==> src/hw/rtl/ckhc_pkg.sv <==
// shared types, constants and the baseline tuning function for the
// capacitive key hysteresis calibrator; no dependencies
package ckhc_pkg;

	// default matrix size
	localparam int ROWS_DEF = 8;
	localparam int COLS_DEF = 16;

	// field and register widths
	localparam int ROW_W   = 3;
	localparam int COL_W   = 4;
	localparam int VALUE_W = 12;
	localparam int BASE_W  = 16;
	localparam int OFS_W   = 12;
	localparam int CEIL_W  = 13;
	localparam int CNT_W   = 17;
	localparam int DATA_W  = 32;
	localparam int ADDR_W  = 5;

	// register reset values
	localparam logic [OFS_W-1:0]   ACT_OFS_RST   = 12'd70;
	localparam logic [OFS_W-1:0]   REL_OFS_RST   = 12'd55;
	localparam logic [OFS_W-1:0]   IDLE_RST      = 12'd550;
	localparam logic [CEIL_W-1:0]  CEIL_RST      = 13'd620;
	localparam logic [CNT_W-1:0]   CAL_CNT_RST   = 17'd100000;
	localparam logic [BASE_W-1:0]  BASE_RST      = 16'd550;

	// floor((s - b + 25) / 50) is taken as floor(u / 50) - TUNE_OFS with
	// u = s - b + 25 + 50 * TUNE_OFS kept positive; u / 50 = (u >> 1) / 25,
	// and the divide by 25 is a multiply by ceil(2^21 / 25) and a shift
	localparam logic [CNT_W-1:0]   TUNE_BIAS   = 17'd65575;
	localparam logic [BASE_W-1:0]  TUNE_OFS    = 16'd1311;
	localparam logic [16:0]        TUNE_RECIP  = 17'd83887;
	localparam int                 TUNE_SHIFT  = 21;

	typedef enum logic {
		OP_SAMPLE = 1'b0,
		OP_LOAD   = 1'b1
	} op_t;

	// register index, byte address divided by four
	typedef enum logic [2:0] {
		REG_ACT_OFS   = 3'd0,
		REG_REL_OFS   = 3'd1,
		REG_IDLE      = 3'd2,
		REG_CEIL      = 3'd3,
		REG_CAL_CNT   = 3'd4
	} reg_idx_t;

	typedef struct packed {
		op_t               op;
		logic [ROW_W-1:0]   key_row;
		logic [COL_W-1:0]   key_col;
		logic [VALUE_W-1:0] value;
	} in_item_t;

	typedef struct packed {
		logic pressed;
		logic changed;
		logic calibrated;
		logic calibration_done;
	} out_item_t;

	// one key memory word
	typedef struct packed {
		logic              press;
		logic [BASE_W-1:0] base;
	} key_entry_t;

	// move base toward sample by floor((sample - base + 25) / 50)
	function automatic logic [BASE_W-1:0] tune_toward(input logic [BASE_W-1:0] base,
			input logic [VALUE_W-1:0] sample);
		logic [CNT_W-1:0]  u;
		logic [15:0]       y;
		logic [32:0]       prod;
		logic [BASE_W-1:0] q;
		u    = CNT_W'(sample) + TUNE_BIAS - CNT_W'(base);
		y    = u[CNT_W-1:1];
		prod = 33'(y) * 33'(TUNE_RECIP);
		q    = BASE_W'(prod[32:TUNE_SHIFT]);
		return base + q - TUNE_OFS;
	endfunction

endpackage

==> src/hw/rtl/capacitive_key_hysteresis_calibrator.sv <==
// top level of the capacitive key hysteresis calibrator: key memory,
// press decision, baseline tuning, calibration count and register port
// depends on ckhc_pkg
//
// Each item carries one ADC sample or one stored baseline for a key of a
// ROWS x COLS matrix. The block takes one item per clock unless a full
// output register that is not taken holds stage 1 or the clearing pass
// runs. An item goes through the stage 1 register and then the output
// register, which drives result_valid. A new item is taken while a result
// waits in the output register as long as stage 1 is free. Per-key press
// bits and baselines live in one memory with a registered read; the last
// write is forwarded to the next item so that back-to-back items on the
// same key see fresh data. After reset the block clears the memory, one
// key per cycle, before sample_ready rises; register writes are taken
// during that time. Registers sit at byte addresses 0, 4, 8, 12 and 16 and
// should be written only while no item is in flight.
module capacitive_key_hysteresis_calibrator #(
	parameter int ROWS = ckhc_pkg::ROWS_DEF,
	parameter int COLS = ckhc_pkg::COLS_DEF
) (
	input  logic                          clk,
	input  logic                          arst_n,
	input  logic                          sample_valid,
	output logic                          sample_ready,
	input  ckhc_pkg::in_item_t            sample,
	output logic                          result_valid,
	input  logic                          result_ready,
	output ckhc_pkg::out_item_t           result,
	input  logic                          psel,
	input  logic                          penable,
	input  logic                          pwrite,
	input  logic [ckhc_pkg::ADDR_W-1:0]   paddr,
	input  logic [ckhc_pkg::DATA_W-1:0]   pwdata,
	output logic [ckhc_pkg::DATA_W-1:0]   prdata,
	output logic                          pready
);

	localparam int KEYS  = ROWS * COLS;
	localparam int IDX_W = (KEYS > 1) ? $clog2(KEYS) : 1;

	// configuration registers
	logic [ckhc_pkg::OFS_W-1:0]  act_ofs_q;
	logic [ckhc_pkg::OFS_W-1:0]  rel_ofs_q;
	logic [ckhc_pkg::OFS_W-1:0]  idle_q;
	logic [ckhc_pkg::CEIL_W-1:0] ceil_q;
	logic [ckhc_pkg::CNT_W-1:0]  cal_cnt_q;
	logic                        cfg_we;
	ckhc_pkg::reg_idx_t          reg_sel;

	// calibration state
	logic [ckhc_pkg::CNT_W-1:0]  samples_left_q;
	logic                        calibrated_q;

	// clearing pass
	logic                        clearing_q;
	logic [IDX_W-1:0]            clr_idx_q;

	// key memory
	ckhc_pkg::key_entry_t        key_mem [KEYS];
	ckhc_pkg::key_entry_t        rdata_q;
	ckhc_pkg::key_entry_t        wdata;
	logic [IDX_W-1:0]            waddr;
	logic                        we;
	logic                        re;

	// forwarding of the last item write
	logic                        fwd_valid_q;
	logic [IDX_W-1:0]            fwd_idx_q;
	ckhc_pkg::key_entry_t        fwd_data_q;

	// input side
	logic                        accept;
	logic [IDX_W-1:0]            in_idx;
	logic                        in_hit;

	// stage 1
	logic                        s1_valid_q;
	ckhc_pkg::in_item_t          item_s1;
	logic [IDX_W-1:0]            idx_s1;
	logic                        hit_s1;
	logic                        s1_fire;
	ckhc_pkg::key_entry_t        rd_entry;
	ckhc_pkg::key_entry_t        new_entry;
	logic [ckhc_pkg::BASE_W-1:0] base_sel;
	logic [ckhc_pkg::CNT_W-1:0]  rel_thr;
	logic [ckhc_pkg::CNT_W-1:0]  act_thr;
	logic [ckhc_pkg::BASE_W-1:0] tuned;
	logic [ckhc_pkg::CNT_W-1:0]  sl_dec;
	logic [ckhc_pkg::CNT_W-1:0]  sl_next;
	logic                        cal_next;
	logic                        new_press;
	logic                        chg;
	logic                        done;
	ckhc_pkg::out_item_t         res;

	// output register
	logic                        out_valid_q;
	ckhc_pkg::out_item_t         result_q;

	// register port
	assign pready  = 1'b1;
	assign cfg_we  = psel & penable & pwrite & pready;
	assign reg_sel = ckhc_pkg::reg_idx_t'(paddr[ckhc_pkg::ADDR_W-1:2]);

	always_ff @(posedge clk or negedge arst_n) begin
		if (!arst_n) begin
			act_ofs_q <= ckhc_pkg::ACT_OFS_RST;
			rel_ofs_q <= ckhc_pkg::REL_OFS_RST;
			idle_q    <= ckhc_pkg::IDLE_RST;
			ceil_q    <= ckhc_pkg::CEIL_RST;
			cal_cnt_q <= ckhc_pkg::CAL_CNT_RST;
		end else if (cfg_we) begin
			case (reg_sel)
				ckhc_pkg::REG_ACT_OFS: act_ofs_q <= pwdata[ckhc_pkg::OFS_W-1:0];
				ckhc_pkg::REG_REL_OFS: rel_ofs_q <= pwdata[ckhc_pkg::OFS_W-1:0];
				ckhc_pkg::REG_IDLE:    idle_q    <= pwdata[ckhc_pkg::OFS_W-1:0];
				ckhc_pkg::REG_CEIL:    ceil_q    <= pwdata[ckhc_pkg::CEIL_W-1:0];
				ckhc_pkg::REG_CAL_CNT: cal_cnt_q <= pwdata[ckhc_pkg::CNT_W-1:0];
				default: ;
			endcase
		end
	end

	// register readback
	always_comb begin
		case (reg_sel)
			ckhc_pkg::REG_ACT_OFS: prdata = ckhc_pkg::DATA_W'(act_ofs_q);
			ckhc_pkg::REG_REL_OFS: prdata = ckhc_pkg::DATA_W'(rel_ofs_q);
			ckhc_pkg::REG_IDLE:    prdata = ckhc_pkg::DATA_W'(idle_q);
			ckhc_pkg::REG_CEIL:    prdata = ckhc_pkg::DATA_W'(ceil_q);
			ckhc_pkg::REG_CAL_CNT: prdata = ckhc_pkg::DATA_W'(cal_cnt_q);
			default:               prdata = '0;
		endcase
	end

	// clearing pass over the key memory after reset
	always_ff @(posedge clk or negedge arst_n) begin
		if (!arst_n) begin
			clearing_q <= 1'b1;
			clr_idx_q  <= '0;
		end else if (clearing_q) begin
			if (clr_idx_q == IDX_W'(KEYS - 1)) begin
				clearing_q <= 1'b0;
			end
			clr_idx_q <= clr_idx_q + IDX_W'(1);
		end
	end

	// input handshake and key index
	assign s1_fire      = s1_valid_q & (~out_valid_q | result_ready);
	assign sample_ready = ~clearing_q & (~s1_valid_q | s1_fire);
	assign accept       = sample_valid & sample_ready;
	assign in_hit       = (int'(sample.key_row) < ROWS) && (int'(sample.key_col) < COLS);
	assign in_idx       = IDX_W'(int'(sample.key_row) * COLS + int'(sample.key_col));
	assign re           = accept & in_hit;

	// stage 1 item register
	always_ff @(posedge clk or negedge arst_n) begin
		if (!arst_n) begin
			s1_valid_q <= 1'b0;
		end else if (accept) begin
			s1_valid_q <= 1'b1;
		end else if (s1_fire) begin
			s1_valid_q <= 1'b0;
		end
	end

	always_ff @(posedge clk) begin
		if (accept) begin
			item_s1 <= sample;
			idx_s1  <= in_idx;
			hit_s1  <= in_hit;
		end
	end

	// key memory write port: clearing pass or item write-back
	always_comb begin
		if (clearing_q) begin
			we         = 1'b1;
			waddr      = clr_idx_q;
			wdata.press = 1'b0;
			wdata.base  = ckhc_pkg::BASE_RST;
		end else begin
			we    = s1_fire & hit_s1;
			waddr = idx_s1;
			wdata = new_entry;
		end
	end

	// key memory, read-first with registered read data
	always_ff @(posedge clk) begin
		if (we) begin
			key_mem[waddr] <= wdata;
		end
		if (re) begin
			rdata_q <= key_mem[in_idx];
		end
	end

	// last write, forwarded to an item that read the same key in that cycle
	always_ff @(posedge clk or negedge arst_n) begin
		if (!arst_n) begin
			fwd_valid_q <= 1'b0;
		end else if (s1_fire && hit_s1) begin
			fwd_valid_q <= 1'b1;
		end
	end

	always_ff @(posedge clk) begin
		if (s1_fire && hit_s1) begin
			fwd_idx_q  <= idx_s1;
			fwd_data_q <= new_entry;
		end
	end

	assign rd_entry = (fwd_valid_q && fwd_idx_q == idx_s1) ? fwd_data_q : rdata_q;

	// thresholds and tuned baseline
	assign base_sel = calibrated_q ? rd_entry.base : ckhc_pkg::BASE_W'(idle_q);
	assign rel_thr  = ckhc_pkg::CNT_W'(base_sel) + ckhc_pkg::CNT_W'(rel_ofs_q);
	assign act_thr  = ckhc_pkg::CNT_W'(base_sel) + ckhc_pkg::CNT_W'(act_ofs_q);
	assign tuned    = ckhc_pkg::tune_toward(rd_entry.base, item_s1.value);
	assign sl_dec   = (samples_left_q != '0) ? samples_left_q - ckhc_pkg::CNT_W'(1) : '0;

	// press decision, calibration step and write-back word
	always_comb begin
		new_press = rd_entry.press;
		chg       = 1'b0;
		done      = 1'b0;
		cal_next  = calibrated_q;
		sl_next   = samples_left_q;
		new_entry = rd_entry;
		if (hit_s1) begin
			case (item_s1.op)
				ckhc_pkg::OP_LOAD: begin
					new_entry.base = ckhc_pkg::BASE_W'(item_s1.value);
					cal_next       = 1'b1;
				end
				ckhc_pkg::OP_SAMPLE: begin
					if (rd_entry.press && ckhc_pkg::CNT_W'(item_s1.value) < rel_thr) begin
						new_press = 1'b0;
						chg       = 1'b1;
					end else if (!rd_entry.press
							&& ckhc_pkg::CNT_W'(item_s1.value) > act_thr) begin
						new_press = 1'b1;
						chg       = 1'b1;
					end
					new_entry.press = new_press;
					if (!calibrated_q) begin
						sl_next = sl_dec;
						if (ckhc_pkg::CEIL_W'(item_s1.value) < ceil_q) begin
							new_entry.base = tuned;
						end
						if (sl_dec == '0) begin
							cal_next = 1'b1;
							done     = 1'b1;
						end
					end
				end
				default: ;
			endcase
		end
		res.pressed          = hit_s1 & new_press;
		res.changed          = chg;
		res.calibrated       = cal_next;
		res.calibration_done = done;
	end

	// calibration count and flag
	always_ff @(posedge clk or negedge arst_n) begin
		if (!arst_n) begin
			samples_left_q <= ckhc_pkg::CAL_CNT_RST;
			calibrated_q   <= 1'b0;
		end else if (cfg_we && reg_sel == ckhc_pkg::REG_CAL_CNT) begin
			samples_left_q <= pwdata[ckhc_pkg::CNT_W-1:0];
		end else if (s1_fire) begin
			samples_left_q <= sl_next;
			calibrated_q   <= cal_next;
		end
	end

	// output register
	always_ff @(posedge clk or negedge arst_n) begin
		if (!arst_n) begin
			out_valid_q <= 1'b0;
		end else if (s1_fire) begin
			out_valid_q <= 1'b1;
		end else if (result_ready) begin
			out_valid_q <= 1'b0;
		end
	end

	always_ff @(posedge clk) begin
		if (s1_fire) begin
			result_q <= res;
		end
	end

	assign result_valid = out_valid_q;
	assign result       = result_q;

	// the block never leaves the calibrated state except by reset
	assert property (@(posedge clk) disable iff (!arst_n) !$fell(calibrated_q))
		else $error("calibrated flag dropped");

	// a completing sample reports calibrated and leaves the count at zero
	assert property (@(posedge clk) disable iff (!arst_n)
		result_valid && result.calibration_done |->
			result.calibrated && samples_left_q == '0)
		else $error("calibration done without calibrated state");

	// without a register write the count moves down by at most one per cycle
	assert property (@(posedge clk) disable iff (!arst_n)
		!cfg_we |=> samples_left_q == $past(samples_left_q)
			|| samples_left_q == $past(samples_left_q) - 17'd1)
		else $error("sample count jumped");

endmodule
==> config.mk <==
export PLATFORM = sky130hd
export DESIGN_NAME = capacitive_key_hysteresis_calibrator
export DESIGN_NICKNAME = d
export VERILOG_FILES = /design/src/hw/rtl/ckhc_pkg.sv /design/src/hw/rtl/capacitive_key_hysteresis_calibrator.sv
export SDC_FILE = /design/constraint.sdc
export NUM_CORES = 2
export LEC_CHECK = 0
export ABC_AREA = 1
export BUFFER_PORTS_ARGS = -buffer_cell sky130_fd_sc_hd__buf_2
export CAP_MARGIN = 20
export CELL_PAD_IN_SITES_DETAIL_PLACEMENT = 0
export CELL_PAD_IN_SITES_GLOBAL_PLACEMENT = 1
export CORE_ASPECT_RATIO = 1.4
export CORE_MARGIN = 2
export CORE_UTILIZATION = 47
export DETAILED_ROUTE_END_ITERATION = 8
export PLACE_DENSITY = 0.83
export SLEW_MARGIN = 20
export SYNTH_ARGS = -nofsm -noshare
export SYNTH_HDL_FRONTEND = slang
export SYNTH_SLANG_ARGS = --single-unit
==> constraint.sdc <==
create_clock -name clk -period 16.4 [get_ports clk]
set_input_delay 3.28 -clock clk [delete_from_list [all_inputs] [get_ports clk]]
set_output_delay 3.28 -clock clk [all_outputs]
set_load 0.01 [all_outputs]
==> impl_metrics.toml <==
[floorplan]
die_area_mm2 = 0.2199
io_pins = 103
core_area_mm2 = 0.2145
die_y_um = 554.1
std_cell_rows = 201
die_x_um = 396.9
initial_utilization_pct = 47.36

[place]
gp_congestion = 0.9237
placed_area_mm2 = 0.1053
place_hpwl_um = 169500
io_buffers = 69
dp.cells = 11100

[clocking]
insertion_delay_ns = 0.89
cts-htree-levels = 4
post-cts-setup-buffers = 0
numCtsBuffers = 212
cts-root-buf = "clkbuf_16"
clk_pin_slew_ns = 0.07
hold_buffers = 0
post_cts_resized = 0
cts_sinks = 2335
tritoncts = "yes"
clk_path_buf_depth = 4

[worst_setup_path]
crit_top_cell = "nand2_1"
cp.required_ns = 16.90
path_class = "flip-flop to flip-flop"
cp_slowest_cell = "buf_4"
worstPathArrival_ns = 13.77
crit_buf_inv = 8
start_kind = "flip-flop"
cp_top_family = "adder cells"
slowest_delay_ns = 0.76
worstSetupEndpointType = "flip-flop"
crit_path_max_fanout = 87

[logic_synthesis]
synth.avg_cell_area_um2 = 11.97
yosysMostFrequentCell = "edfxtp_1"
synthDominantCellAreaShare_pct = 66.21
async_reset_ff_share_pct = 4.069
synth-seq-cells = 2335
synthesis.area_mm2 = 0.1016
synth_cell_types = 51
yosysTopAreaCell = "edfxtp_1"
synthesis.instances = 8486
ys_seq_area_share_pct = 68.59
synthTopCellsByArea = "edfxtp_1 (66%), o21ai_0 (7.0%), nor2_1 (5.9%), o22ai_1 (4.3%), ha_1 (2.9%)"
synth-edff-count = 2240
yosys-top-cells-count = "edfxtp_1 (2240), nor2_1 (1609), o21ai_0 (1414)"
yosys_warnings = 0
synth_ff_type = "edfxtp_1"

[job]
maxCapViolations = 0

[timing]
rsz0062_at_grt = "false"
finClkSkew_ns = 0.07079
worst_pin_slew_ns = 1.199
period_minus_slack_ns = 13.28
fmax_mhz = 75.32
tns_ns = 0
timing.final.crit_share_pct = 80.95
slew_headroom_pct = 19.86
hold_slack_ns = 0.4633
slew_violations = 0
setup_viol = 0
hold_violations = 0

[detailed_routing]
drt_iter0_drc = 8631
drcViolationCount = 0
wl_per_cell_um = 25.05
routed_via_density = 6.040
antenna_left = 0
dr.pass1.iters = 6
drt-total-wl_um = 287600
num_vias = 69350

[global_route]
grt_usage_pct = 25.53
grt_pass1_wl_um = 424100
antenna_found_initial = 6
grt_pass1_vias = 67440
grt_overflow = 0
grt_max_degree = 203

[layout]
nets = 8872
fin_area_mm2 = 0.1119
syn_to_final_growth_pct = 10.16
layout.cells.non_filler = 11480
drive_above_1_share_pct = 7.802

[worst_hold_path]
min_path_type = "flip-flop to flip-flop"

[outcome]
outcome = "finished clean"
==> state kept, by name (all words and copies together) (netlist names), 4 cells and up <==
register / flops
idx_s1: 7
rel_ofs_q: 12
item_s1: 13
fwd_idx_q: 7
key_mem: 2176
ceil_q: 13
fwd_data_q: 16
rdata_q: 17
act_ofs_q: 12
idle_q: 12
cal_cnt_q: 17
clr_idx_q: 7
result: 4
samples_left_q: 17
==> cell families (layout without fill, tap and decap cells) <==
family / after synthesis / after routing / share of synthesized area, %
other: 2 / 17 / 0.007392
multiplexers: 1 / 1 / 0.009853
flip-flops: 2335 / 2335 / 68.59
buffers and inverters: 946 / 1085 / 3.748
XOR/XNOR: 74 / 74 / 0.6528
AO/OA/AOI/OAI: 2439 / 2439 / 13.09
AND/OR/NAND/NOR: 2354 / 2354 / 9.035
adder cells (fa/ha/maj): 335 / 335 / 4.865
==> worst reg2reg max path: cells and delay by family (launching register included) <==
kind            cells  cell delay [ns]
fa+ha+maj          12             5.17
simple gates       17             1.83
xor+xnor            3             0.81
buf+inv             8             1.80
compound gates     12             2.67
flops               1             0.43
==> cell usage in the layout (no fill, tap or decap), types with 15 or more instances in the layout <==
master,count
a21oi_1,144
xnor2_1,15
bufinv_16,16
conb_1,16
nor3_1,39
xor2_1,57
clkbuf_1,53
dfrtp_1,65
nand2_1,533
nor2_1,1594
buf_2,64
nand3_1,121
clkinv_2,33
o21ai_0,1413
dfstp_2,30
buf_4,215
fa_1,100
clkinv_1,47
edfxtp_1,2240
ha_1,235
o21ai_1,112
inv_1,402
o22ai_1,696
clkbuf_16,213
nand4_1,17
==> worst paths after layout <==
kind	from	endpoint	slack [ns]	cells past startpoint
worst max register to register	idx_s1[4]$_DFFE_PP_	key_mem[0][11]$_DFFE_PP_	3.12	52
worst max-delay path	idx_s1[4]$_DFFE_PP_	key_mem[0][11]$_DFFE_PP_	3.12	52
worst min-delay path	fwd_valid_q$_DFFE_PN0P_	fwd_valid_q$_DFFE_PN0P_	0.46	2
max in group asynchronous	arst_n	samples_left_q[11]$_DFFE_PN0P_	12.83	2
worst min register to register	fwd_valid_q$_DFFE_PN0P_	fwd_valid_q$_DFFE_PN0P_	0.46	2
min in group asynchronous	arst_n	clr_idx_q[3]$_DFFE_PN0P_	2.37	1
==> metrics by stage <==
step                      setup WS (ns)  util [%]
after floorplan                  0.9928         -
after global placement            3.271     49.07
after detailed placement          3.139     49.07
after CTS                         3.055     52.14
after global routing              2.227     52.17
final                             3.124     52.17
==> final cells by class <==
type / instances / area, µm²
Multi-Input combinational cell: 5219 / 28350
Clock buffer: 267 / 5543
Fill cell: 17820 / 102600
Tap cell: 2842 / 3556
Clock inverter: 113 / 1027
Antenna cell: 1 / 2.502
Timing Repair Buffer: 294 / 2193
Inverter: 411 / 1568
Sequential cell: 2335 / 69680
==> per-layer routing <==
layer  global-route usage (%)  vias up  share of wire, %
li1                         -    30670                 -
met1                    31.54    34290                36
met2                    43.23     3625                49
met3                    3.527      760               8.7
met4                    14.07        4               6.2
met5                        0        -            0.0049
Power is not shown: default switching activity piles up to over one toggle a cycle in this logic, so the estimate is an artifact.
